**config.mk**
```make
export PLATFORM = sky130hd
export DESIGN_NAME = utc_hour_offset_date_rollover_core
export DESIGN_NICKNAME = d
export VERILOG_FILES = /design/src/rtl/core/uhodr_pkg.sv /design/src/rtl/core/uhodr_leap.sv /design/src/rtl/core/uhodr_calc.sv /design/src/rtl/core/utc_hour_offset_date_rollover_core.sv
export SDC_FILE = /design/constraint.sdc
export NUM_CORES = 1
export LEC_CHECK = 0
export BUFFER_PORTS_ARGS = -buffer_cell sky130_fd_sc_hd__buf_2
export CORE_ASPECT_RATIO = 1.2
export CORE_UTILIZATION = 55
export CTS_BUF_LIST = sky130_fd_sc_hd__clkbuf_4 sky130_fd_sc_hd__clkbuf_8
export DETAILED_ROUTE_END_ITERATION = 10
export PLACE_DENSITY = 0.83
export SLEW_MARGIN = 0
export SYNTH_ARGS = -nofsm -noshare
export SYNTH_HDL_FRONTEND = slang
export SYNTH_SLANG_ARGS = --single-unit
```
**constraint.sdc**
```tcl
create_clock -name clock -period 9.48 [get_ports clock]
set_input_delay 0 -clock clock [delete_from_list [all_inputs] [get_ports clock]]
set_output_delay 0 -clock clock [all_outputs]
set_load 0.01 [all_outputs]
```
**src/rtl/core/uhodr_pkg.sv**
```systemverilog
// Shared types, constants and the month length table for the hour offset
// and date rollover core. No dependencies.

package uhodr_pkg;

   localparam int unsigned YEAR_W   = 12;
   localparam int unsigned MONTH_W  = 4;
   localparam int unsigned DAY_IN_W = 5;
   localparam int unsigned DAY_W    = 6;
   localparam int unsigned HOUR_W   = 5;
   localparam int unsigned MIN_W    = 6;
   localparam int unsigned SEC_W    = 6;
   localparam int unsigned YOC_W    = 7;

   localparam logic [HOUR_W-1:0]  HOUR_OFFSET_RESET = 5'd21;
   localparam logic [HOUR_W:0]    HOURS_PER_DAY     = 6'd24;
   localparam logic [MONTH_W-1:0] MONTH_FEB         = 4'd2;
   localparam logic [MONTH_W-1:0] MONTH_DEC         = 4'd12;
   localparam logic [MONTH_W-1:0] MONTH_JAN         = 4'd1;
   localparam logic [DAY_W-1:0]   DAYS_FEB_LEAP     = 6'd29;
   localparam logic [YEAR_W-1:0]  YEAR_BASE         = 12'd2000;

   // Divisibility by 25 on a 12-bit year: multiply by the inverse of 25
   // modulo 4096, a multiple of 25 lands at or below 4095/25.
   localparam logic [YEAR_W-1:0]  INV25_MOD       = 12'd3113;
   localparam logic [YEAR_W-1:0]  DIV25_THRESHOLD = 12'd163;

   typedef struct packed {
      logic [YEAR_W-1:0]   full_year;
      logic [MONTH_W-1:0]  month_in;
      logic [DAY_IN_W-1:0] day_in;
      logic [HOUR_W-1:0]   hour_in;
      logic [MIN_W-1:0]    minute_in;
      logic [SEC_W-1:0]    second_in;
   } request_type;

   typedef struct packed {
      logic                status;
      logic [YOC_W-1:0]    year_of_century;
      logic [MONTH_W-1:0]  month_out;
      logic [DAY_W-1:0]    day_out;
      logic [HOUR_W-1:0]   hour_out;
      logic [MIN_W-1:0]    minute_out;
      logic [SEC_W-1:0]    second_out;
   } result_type;

   // Days in a common year; codes outside 1..12 never reach a lookup that counts.
   function automatic logic [DAY_W-1:0] month_days(input logic [MONTH_W-1:0] month);
      logic [DAY_W-1:0] days;
      unique case (month)
         4'd1, 4'd3, 4'd5, 4'd7, 4'd8, 4'd10, 4'd12: days = 6'd31;
         4'd4, 4'd6, 4'd9, 4'd11:                    days = 6'd30;
         4'd2:                                       days = 6'd28;
         default:                                    days = 6'd0;
      endcase
      return days;
   endfunction

endpackage

```
**src/rtl/core/uhodr_leap.sv**
```systemverilog
// Gregorian leap year test on a 12-bit binary year.
// Depends on uhodr_pkg.

module uhodr_leap (
   input  logic [uhodr_pkg::YEAR_W-1:0] year,
   output logic                         leap
);

   logic [2*uhodr_pkg::YEAR_W-1:0] prod;
   logic                           div25;

   // Constant multiply, low bits only.
   assign prod  = {{uhodr_pkg::YEAR_W{1'b0}}, year}
                * {{uhodr_pkg::YEAR_W{1'b0}}, uhodr_pkg::INV25_MOD};
   assign div25 = (prod[uhodr_pkg::YEAR_W-1:0] <= uhodr_pkg::DIV25_THRESHOLD);

   // Divisible by 4 and, if also by 100, by 400 too.
   assign leap = (year[1:0] == 2'b00) && (!div25 || (year[3:0] == 4'b0000));

endmodule

```
**src/rtl/core/uhodr_calc.sv**
```systemverilog
// Combinational hour offset, day, month and year rollover for one request.
// Depends on uhodr_pkg and uhodr_leap.

module uhodr_calc (
   input  uhodr_pkg::request_type             req,
   input  logic [uhodr_pkg::HOUR_W-1:0]       hour_offset,
   output uhodr_pkg::result_type              rsp
);

   logic [uhodr_pkg::HOUR_W:0]    hour_sum;
   logic [uhodr_pkg::HOUR_W:0]    hour_once;
   logic [uhodr_pkg::HOUR_W:0]    hour_twice;
   logic                          rollover;
   logic                          month_bad;
   logic                          leap;
   logic [uhodr_pkg::DAY_W-1:0]   day_next;
   logic [uhodr_pkg::DAY_W-1:0]   month_len;
   logic [uhodr_pkg::YEAR_W-1:0]  year_new;
   logic [uhodr_pkg::YEAR_W-1:0]  year_rel;

   uhodr_leap u_leap (
      .year (req.full_year),
      .leap (leap)
   );

   assign hour_sum   = {1'b0, req.hour_in} + {1'b0, hour_offset};
   assign rollover   = (hour_sum >= uhodr_pkg::HOURS_PER_DAY);
   assign hour_once  = hour_sum - uhodr_pkg::HOURS_PER_DAY;
   assign hour_twice = (hour_once >= uhodr_pkg::HOURS_PER_DAY)
                     ? hour_once - uhodr_pkg::HOURS_PER_DAY : hour_once;

   assign month_bad = (req.month_in == '0) || (req.month_in > uhodr_pkg::MONTH_DEC);
   assign day_next  = {1'b0, req.day_in} + 6'd1;
   assign month_len = (req.month_in == uhodr_pkg::MONTH_FEB && leap)
                    ? uhodr_pkg::DAYS_FEB_LEAP : uhodr_pkg::month_days(req.month_in);

   always_comb begin
      rsp            = '0;
      year_new       = req.full_year;
      rsp.month_out  = req.month_in;
      rsp.day_out    = {1'b0, req.day_in};
      rsp.hour_out   = hour_sum[uhodr_pkg::HOUR_W-1:0];
      rsp.minute_out = req.minute_in;
      rsp.second_out = req.second_in;
      if (rollover) begin
         rsp.hour_out = hour_twice[uhodr_pkg::HOUR_W-1:0];
         rsp.day_out  = day_next;
         if (day_next > month_len) begin
            rsp.day_out = 6'd1;
            if (req.month_in == uhodr_pkg::MONTH_DEC) begin
               rsp.month_out = uhodr_pkg::MONTH_JAN;
               year_new      = req.full_year + 12'd1;
            end else begin
               rsp.month_out = req.month_in + 4'd1;
            end
         end
      end
      year_rel            = year_new - uhodr_pkg::YEAR_BASE;
      rsp.year_of_century = year_rel[uhodr_pkg::YOC_W-1:0];
      // Bad month seen on a day rollover: flag and zero everything else.
      if (rollover && month_bad) begin
         rsp        = '0;
         rsp.status = 1'b1;
      end
   end

endmodule

```
**src/rtl/core/utc_hour_offset_date_rollover_core.sv**
```systemverilog
// Hour offset with Gregorian date rollover: request register, calculation,
// result register. Depends on uhodr_pkg and uhodr_calc.

// One request per clock cycle, sustained while rsp_ready stays high. A request
// passes through the request register and then the result register, with the
// hour offset, the leap year test and the day, month and year rollover done
// in the logic between them. req_ready follows rsp_ready combinationally when
// both registers are full. The hour_offset register (reset 21) is written
// through the csr_ channel, which is always ready; write it only while no
// request is in flight. A month outside 1..12 is checked only when the hour
// rolls into the next day, and then gives status 1 with all other fields zero.

module utc_hour_offset_date_rollover_core (
   input  logic                              clock,
   input  logic                              reset,

   input  logic                              csr_valid,
   output logic                              csr_ready,
   input  logic [uhodr_pkg::HOUR_W-1:0]      csr_hour_offset,

   input  logic                              req_valid,
   output logic                              req_ready,
   input  logic [uhodr_pkg::YEAR_W-1:0]      req_full_year,
   input  logic [uhodr_pkg::MONTH_W-1:0]     req_month_in,
   input  logic [uhodr_pkg::DAY_IN_W-1:0]    req_day_in,
   input  logic [uhodr_pkg::HOUR_W-1:0]      req_hour_in,
   input  logic [uhodr_pkg::MIN_W-1:0]       req_minute_in,
   input  logic [uhodr_pkg::SEC_W-1:0]       req_second_in,

   output logic                              rsp_valid,
   input  logic                              rsp_ready,
   output logic                              rsp_status,
   output logic [uhodr_pkg::YOC_W-1:0]       rsp_year_of_century,
   output logic [uhodr_pkg::MONTH_W-1:0]     rsp_month_out,
   output logic [uhodr_pkg::DAY_W-1:0]       rsp_day_out,
   output logic [uhodr_pkg::HOUR_W-1:0]      rsp_hour_out,
   output logic [uhodr_pkg::MIN_W-1:0]       rsp_minute_out,
   output logic [uhodr_pkg::SEC_W-1:0]       rsp_second_out
);

   logic [uhodr_pkg::HOUR_W-1:0] hour_offset_ff;
   logic [uhodr_pkg::HOUR_W-1:0] hour_offset_in;

   logic                         req_valid_ff;
   logic                         req_valid_in;
   uhodr_pkg::request_type       req_ff;
   uhodr_pkg::request_type       req_in;

   logic                         rsp_valid_ff;
   logic                         rsp_valid_in;
   uhodr_pkg::result_type        rsp_ff;
   uhodr_pkg::result_type        calc_rsp;

   logic                         rsp_free;
   logic                         req_advance;

   assign csr_ready = 1'b1;

   assign rsp_free    = !rsp_valid_ff || rsp_ready;
   assign req_advance = req_valid_ff && rsp_free;
   assign req_ready   = !req_valid_ff || rsp_free;

   assign hour_offset_in = (csr_valid && csr_ready) ? csr_hour_offset : hour_offset_ff;
   assign req_valid_in   = req_ready ? req_valid : req_valid_ff;
   assign rsp_valid_in   = rsp_free ? req_valid_ff : rsp_valid_ff;

   assign req_in = '{full_year: req_full_year, month_in: req_month_in,
                     day_in: req_day_in, hour_in: req_hour_in,
                     minute_in: req_minute_in, second_in: req_second_in};

   uhodr_calc u_calc (
      .req         (req_ff),
      .hour_offset (hour_offset_ff),
      .rsp         (calc_rsp)
   );

   always_ff @(posedge clock) begin
      if (reset) begin
         hour_offset_ff <= uhodr_pkg::HOUR_OFFSET_RESET;
         req_valid_ff   <= 1'b0;
         rsp_valid_ff   <= 1'b0;
      end else begin
         hour_offset_ff <= hour_offset_in;
         req_valid_ff   <= req_valid_in;
         rsp_valid_ff   <= rsp_valid_in;
      end
   end

   // Payload registers load only on a transfer into their stage.
   always_ff @(posedge clock) begin
      if (req_valid && req_ready) begin
         req_ff <= req_in;
      end
      if (req_advance) begin
         rsp_ff <= calc_rsp;
      end
   end

   assign rsp_valid           = rsp_valid_ff;
   assign rsp_status          = rsp_ff.status;
   assign rsp_year_of_century = rsp_ff.year_of_century;
   assign rsp_month_out       = rsp_ff.month_out;
   assign rsp_day_out         = rsp_ff.day_out;
   assign rsp_hour_out        = rsp_ff.hour_out;
   assign rsp_minute_out      = rsp_ff.minute_out;
   assign rsp_second_out      = rsp_ff.second_out;

`ifndef SYNTHESIS
   a_error_zeroes: assert property (@(posedge clock) disable iff (reset)
      rsp_valid && rsp_status |-> rsp_year_of_century == '0 && rsp_month_out == '0
         && rsp_day_out == '0 && rsp_hour_out == '0 && rsp_minute_out == '0
         && rsp_second_out == '0)
      else $error("error response carries nonzero fields");

   a_hour_wrapped: assert property (@(posedge clock) disable iff (reset)
      rsp_valid && !rsp_status |-> rsp_hour_out < uhodr_pkg::HOURS_PER_DAY[uhodr_pkg::HOUR_W-1:0])
      else $error("hour not wrapped below 24");

   a_request_held: assert property (@(posedge clock) disable iff (reset)
      req_valid && req_ready |=> req_valid_ff)
      else $error("accepted request lost from request register");

   a_result_follows: assert property (@(posedge clock) disable iff (reset)
      req_valid_ff && rsp_free |=> rsp_valid)
      else $error("advanced request produced no result");
`endif

endmodule
```
==> impl_metrics.sql <==
INSERT INTO impl_metrics (metric_group, metric, value, unit) VALUES
('status', 'outcome', 'complete, no violations', ''),
('grt', 'largest_net_degree_at_the_start_of_global_routing', '41', ''),
('clocking', 'root_buffer', 'sky130_fd_sc_hd__clkbuf_8', ''),
('power_and_ir_drop', 'cellInternalPower', '659', 'uW'),
('sta', 'setup_repair_after_global_routing_missed_its_margin', 'no', ''),
('routing', 'initialDrtViolationCount', '193', ''),
('die', 'die_height', '99.9', 'um'),
('clocking', 'path_clk_slew', '0.09', 'ns'),
('power_and_ir_drop', 'sequential_cell_fraction_of_total_power', '47.4', '%'),
('clocking', 'clock_sinks', '83', ''),
('grt', 'number_of_antenna_violations_at_the_first_check_in_global_routing', '0', ''),
('sta', 'final_setup_skew', '0.0107', 'ns'),
('power_and_ir_drop', 'power_leakage', '2.38', 'nW'),
('place', 'gpl.final_weighted_congestion', '0.893', ''),
('sta', 'period_minus_slack', '6.43', 'ns'),
('setup_path', 'startpoint_type', 'register', ''),
('logic_synthesis', 'syn-instance-count', '363', ''),
('routing', 'routed-via-count', '3299', ''),
('place', 'io_buffer_count', '84', ''),
('sta', 'finalCritPeriodShare', '67.8', '%'),
('logic_synthesis', 'fraction_of_synthesis_flops_using_an_asynchronous_set_or_reset_pin', '0', '%'),
('grt', 'grt_first_pass_wirelength', '14900', 'um'),
('cells_and_area', 'antennaDiodeCount', '0', ''),
('setup_path', 'cp_max_fo', '16', ''),
('die', 'io_pins', '86', ''),
('sta', 'max_slew_margin', '28.9', '%'),
('die', 'placeableCoreArea', '0.00771', 'mm^2'),
('worst_hold_path', 'holdCritPathClass', 'primary input to register', ''),
('setup_path', 'worst_ep_required_time', '9.70', 'ns'),
('setup_path', 'cp_data_arrival_time', '6.65', 'ns'),
('clocking', 'cts_htree_levels', '3', ''),
('logic_synthesis', 'synth_ff_type', 'sky130_fd_sc_hd__edfxtp_1', ''),
('power_and_ir_drop', 'sw_frac_of_total', '29.4', '%'),
('clocking', 'clk-insertion-delay-late', '0.35', 'ns'),
('sta', 'max_freq', '156', 'MHz'),
('logic_synthesis', 'postSynthAreaPerCell', '12.1', 'um^2'),
('power_and_ir_drop', 'share_comb_of_total_power', '24.0', '%'),
('clocking', 'cts.path.max_buffers', '2', ''),
('die', 'floorplan.die_area', '0.00835', 'mm^2'),
('routing', 'avgRoutedWirePerCell', '15.5', 'um'),
('routing', 'detail-route-antenna-nets', '0', ''),
('logic_synthesis', 'sequential_share_of_the_synthesized_area', '54.5', '%'),
('sta', 'finalMaxSlewViolations', '0', ''),
('cells_and_area', 'multi_input_comb_area', '0.00188', 'mm^2'),
('logic_synthesis', 'syn_nets', '457', ''),
('power_and_ir_drop', 'p_total', '933', 'uW'),
('setup_path', 'timing.setup.critical_path_class', 'register to register', ''),
('cells_and_area', 'fillers', '518', ''),
('cells_and_area', 'final_layout_size_suffix_gt1_share', '20.9', '%'),
('grt', 'global_route.usage.total', '23.2', '%'),
('setup_path', 'endpoint_kind', 'register', ''),
('power_and_ir_drop', 'power.density', '166', 'mW/mm^2'),
('power_and_ir_drop', 'max-vdd-ir-drop', '134', 'uV'),
('logic_synthesis', 'synth-seq-cells', '83', ''),
('logic_synthesis', 'synth.distinct_cells', '50', ''),
('routing', 'drt_wl_total', '9270', 'um'),
('cells_and_area', 'final-seq-area', '0.00239', 'mm^2'),
('routing', 'post-route-drc-count', '0', ''),
('logic_synthesis', 'yosysWarningCount', '0', ''),
('sta', 'finalSetupViolations', '0', ''),
('clocking', 'tritoncts', 'built', ''),
('place', 'place_hpwl', '6080', 'um'),
('clocking', 'cts_setup_buffers', '0', ''),
('grt', 'number_of_global_route_vias_before_repair', '3309', ''),
('cells_and_area', 'design.final.nets', '595', ''),
('worst_hold_path', 'whs_path_depth', '3', ''),
('routing', 'avgViaCountPerCell', '5.52', ''),
('clocking', 'cts_buffers', '9', ''),
('power_and_ir_drop', 'power.clock.fraction', '28.6', '%'),
('cells_and_area', 'fin_util', '72.9', '%'),
('sta', 'hold_viol_final', '0', '');
==> state kept, by name, summed over array words and instances (netlist names), named ones only <==
| signal | flops |
|---|---|
| hour_offset_ff | 5 |
| req_ff | 38 |
| req_valid_ff | 1 |
| rsp_day_out | 6 |
| rsp_hour_out | 5 |
| rsp_minute_out | 6 |
| rsp_month_out | 4 |
| rsp_second_out | 6 |
| rsp_status | 1 |
| rsp_valid | 1 |
| rsp_year_of_century | 7 |
==> stage by stage <==
step	std cells	cell area [um^2]	setup slack, ns	hold slack [ns]
after floorplan	363	4390	3.86	0.0724
after global placement	531	4900	3.33	0.176
after detailed placement	531	4900	3.16	0.178
after CTS	598	5620	3.09	0.0369
after global routing	598	5620	2.60	0.0365
final	598	5620	3.05	0.0557
==> worst max-delay path: stages (launching register included) <==
cell	delay, ns
sky130_fd_sc_hd__edfxtp_1	0.51
sky130_fd_sc_hd__ha_1	0.34
sky130_fd_sc_hd__ha_1	0.29
sky130_fd_sc_hd__fa_1	0.47
sky130_fd_sc_hd__ha_1	0.32
sky130_fd_sc_hd__ha_1	0.34
sky130_fd_sc_hd__a21o_1	0.17
sky130_fd_sc_hd__a31oi_1	0.16
sky130_fd_sc_hd__xnor2_1	0.11
sky130_fd_sc_hd__o31ai_1	0.32
sky130_fd_sc_hd__nand2_1	0.11
sky130_fd_sc_hd__ha_1	0.30
sky130_fd_sc_hd__nor2b_1	0.14
sky130_fd_sc_hd__o311ai_0	0.52
sky130_fd_sc_hd__o21ai_0	0.15
sky130_fd_sc_hd__a21oi_1	0.27
sky130_fd_sc_hd__a21bo_1	0.43
sky130_fd_sc_hd__nor3_1	0.13
sky130_fd_sc_hd__xnor2_1	0.22
sky130_fd_sc_hd__ha_1	0.18
sky130_fd_sc_hd__xor2_1	0.14
sky130_fd_sc_hd__inv_1	0.08
sky130_fd_sc_hd__or4b_1	0.49
sky130_fd_sc_hd__nand3_1	0.09
==> final timing paths <==
check	to	start	slack [ns]
setup / recovery	rsp_year_of_century[6]	req_ff[31]	3.05
hold / removal	hour_offset_ff[3]	csr_valid	0.06
hold reg to reg	rsp_minute_out[4]	req_ff[10]	0.51
setup reg to reg	rsp_year_of_century[6]	req_ff[31]	3.05
==> kinds of logic after synthesis <==
family | after synthesis | synth area share [%]
simple gates | 109 | 12.6
compound gates | 67 | 10.5
xor+xnor | 17 | 3.39
other cells | 2 | 0.171
fa+ha+maj | 46 | 14.3
flops | 83 | 54.5
mux | 7 | 1.60
buf+inv | 32 | 2.91
==> synthesized netlist by cell type (all sizes together) (2+ instances only) <==
cell type	instances	share of area, %
o21ai	11	1.3
o22a	2	0.40
edfxtp	73	50
nand4	4	0.57
o31ai	4	0.68
nor2	21	1.8
a21o	2	0.34
fa	7	3.2
o22ai	3	0.43
o211ai	3	0.51
nor2b	10	1.4
a31oi	6	0.86
xnor2	13	2.6
inv	22	1.9
a211oi	2	0.34
a21oi	14	1.6
o31a	2	0.40
nor3	8	0.91
and2	13	1.9
mux2i	7	1.6
or4	2	0.34
a211o	4	0.80
conb	2	0.17
a22o	4	0.80
xor2	4	0.80
a21bo	2	0.46
nand3	15	1.7
clkbuf	7	0.60
dfxtp	10	4.6
ha	39	11
and3	6	0.86
nand2b	2	0.28
buf	2	0.34
nand2	23	2.0
==> cells in the final DEF (no fill, tap or decap), types with 3 or more instances in the layout <==
cell type / netlist / final
sky130_fd_sc_hd__a22o_1: 4 / 4
sky130_fd_sc_hd__a31oi_1: 6 / 6
sky130_fd_sc_hd__mux2i_1: 7 / 7
sky130_fd_sc_hd__ha_1: 39 / 39
sky130_fd_sc_hd__nand2_1: 23 / 23
sky130_fd_sc_hd__nor3_1: 8 / 8
sky130_fd_sc_hd__xor2_1: 4 / 4
sky130_fd_sc_hd__o31ai_1: 4 / 4
sky130_fd_sc_hd__nand4_1: 4 / 4
sky130_fd_sc_hd__o21ai_0: 10 / 10
sky130_fd_sc_hd__dlygate4sd3_1: 0 / 51
sky130_fd_sc_hd__inv_1: 22 / 22
sky130_fd_sc_hd__nand3_1: 15 / 15
sky130_fd_sc_hd__fa_1: 7 / 7
sky130_fd_sc_hd__a211o_1: 4 / 4
sky130_fd_sc_hd__o211ai_1: 3 / 3
sky130_fd_sc_hd__nor2_1: 21 / 21
sky130_fd_sc_hd__clkbuf_8: 0 / 9
sky130_fd_sc_hd__nor2b_1: 10 / 9
sky130_fd_sc_hd__xnor2_1: 13 / 13
sky130_fd_sc_hd__and2_1: 13 / 13
sky130_fd_sc_hd__a21oi_1: 14 / 14
sky130_fd_sc_hd__dfxtp_1: 10 / 10
sky130_fd_sc_hd__o22ai_1: 3 / 3
sky130_fd_sc_hd__edfxtp_1: 73 / 73
sky130_fd_sc_hd__and3_1: 6 / 6
sky130_fd_sc_hd__buf_2: 0 / 84
==> metal layers <==
layer	vias to the layer above	GRT usage (%)	share of wire, %
met4	0	10.2	3.1
met5	-	0	0
met1	1549	26.2	39
met3	23	5.84	5.3
li1	1622	-	-
met2	105	41.6	53
==> power by group through the flow <==
| stage | combinational (mW) | sequential (mW) | clock [mW] |
|---|---|---|---|
| after CTS | 0.223 | 0.442 | 0.272 |
| after global routing | 0.250 | 0.445 | 0.290 |
| after global placement | 0.197 | 0.450 | 0 |
| after floorplan | 0.148 | 0.452 | 0 |
| final | 0.224 | 0.442 | 0.267 |
| after detailed placement | 0.205 | 0.451 | 0 |
==> final cells by class <==
| type | count | share of cell area [%] |
|---|---|---|
| multi-input cells | 248 | 33.4 |
| clock inverters | 7 | 1.47 |
| repair buffers | 136 | 16.7 |
| flip-flops and latches | 83 | 42.6 |
| clock buffers | 9 | 2.21 |
| inverters | 23 | 1.54 |
| well taps | 92 | 2.05 |
==> timing repair <==
action,4_1_cts,5_1_grt
hold endpoints to repair,45,0
hold buffers,51,0
endpoints found under the setup margin,0,0
No activity file was read; power rests on OpenSTA's default activity.
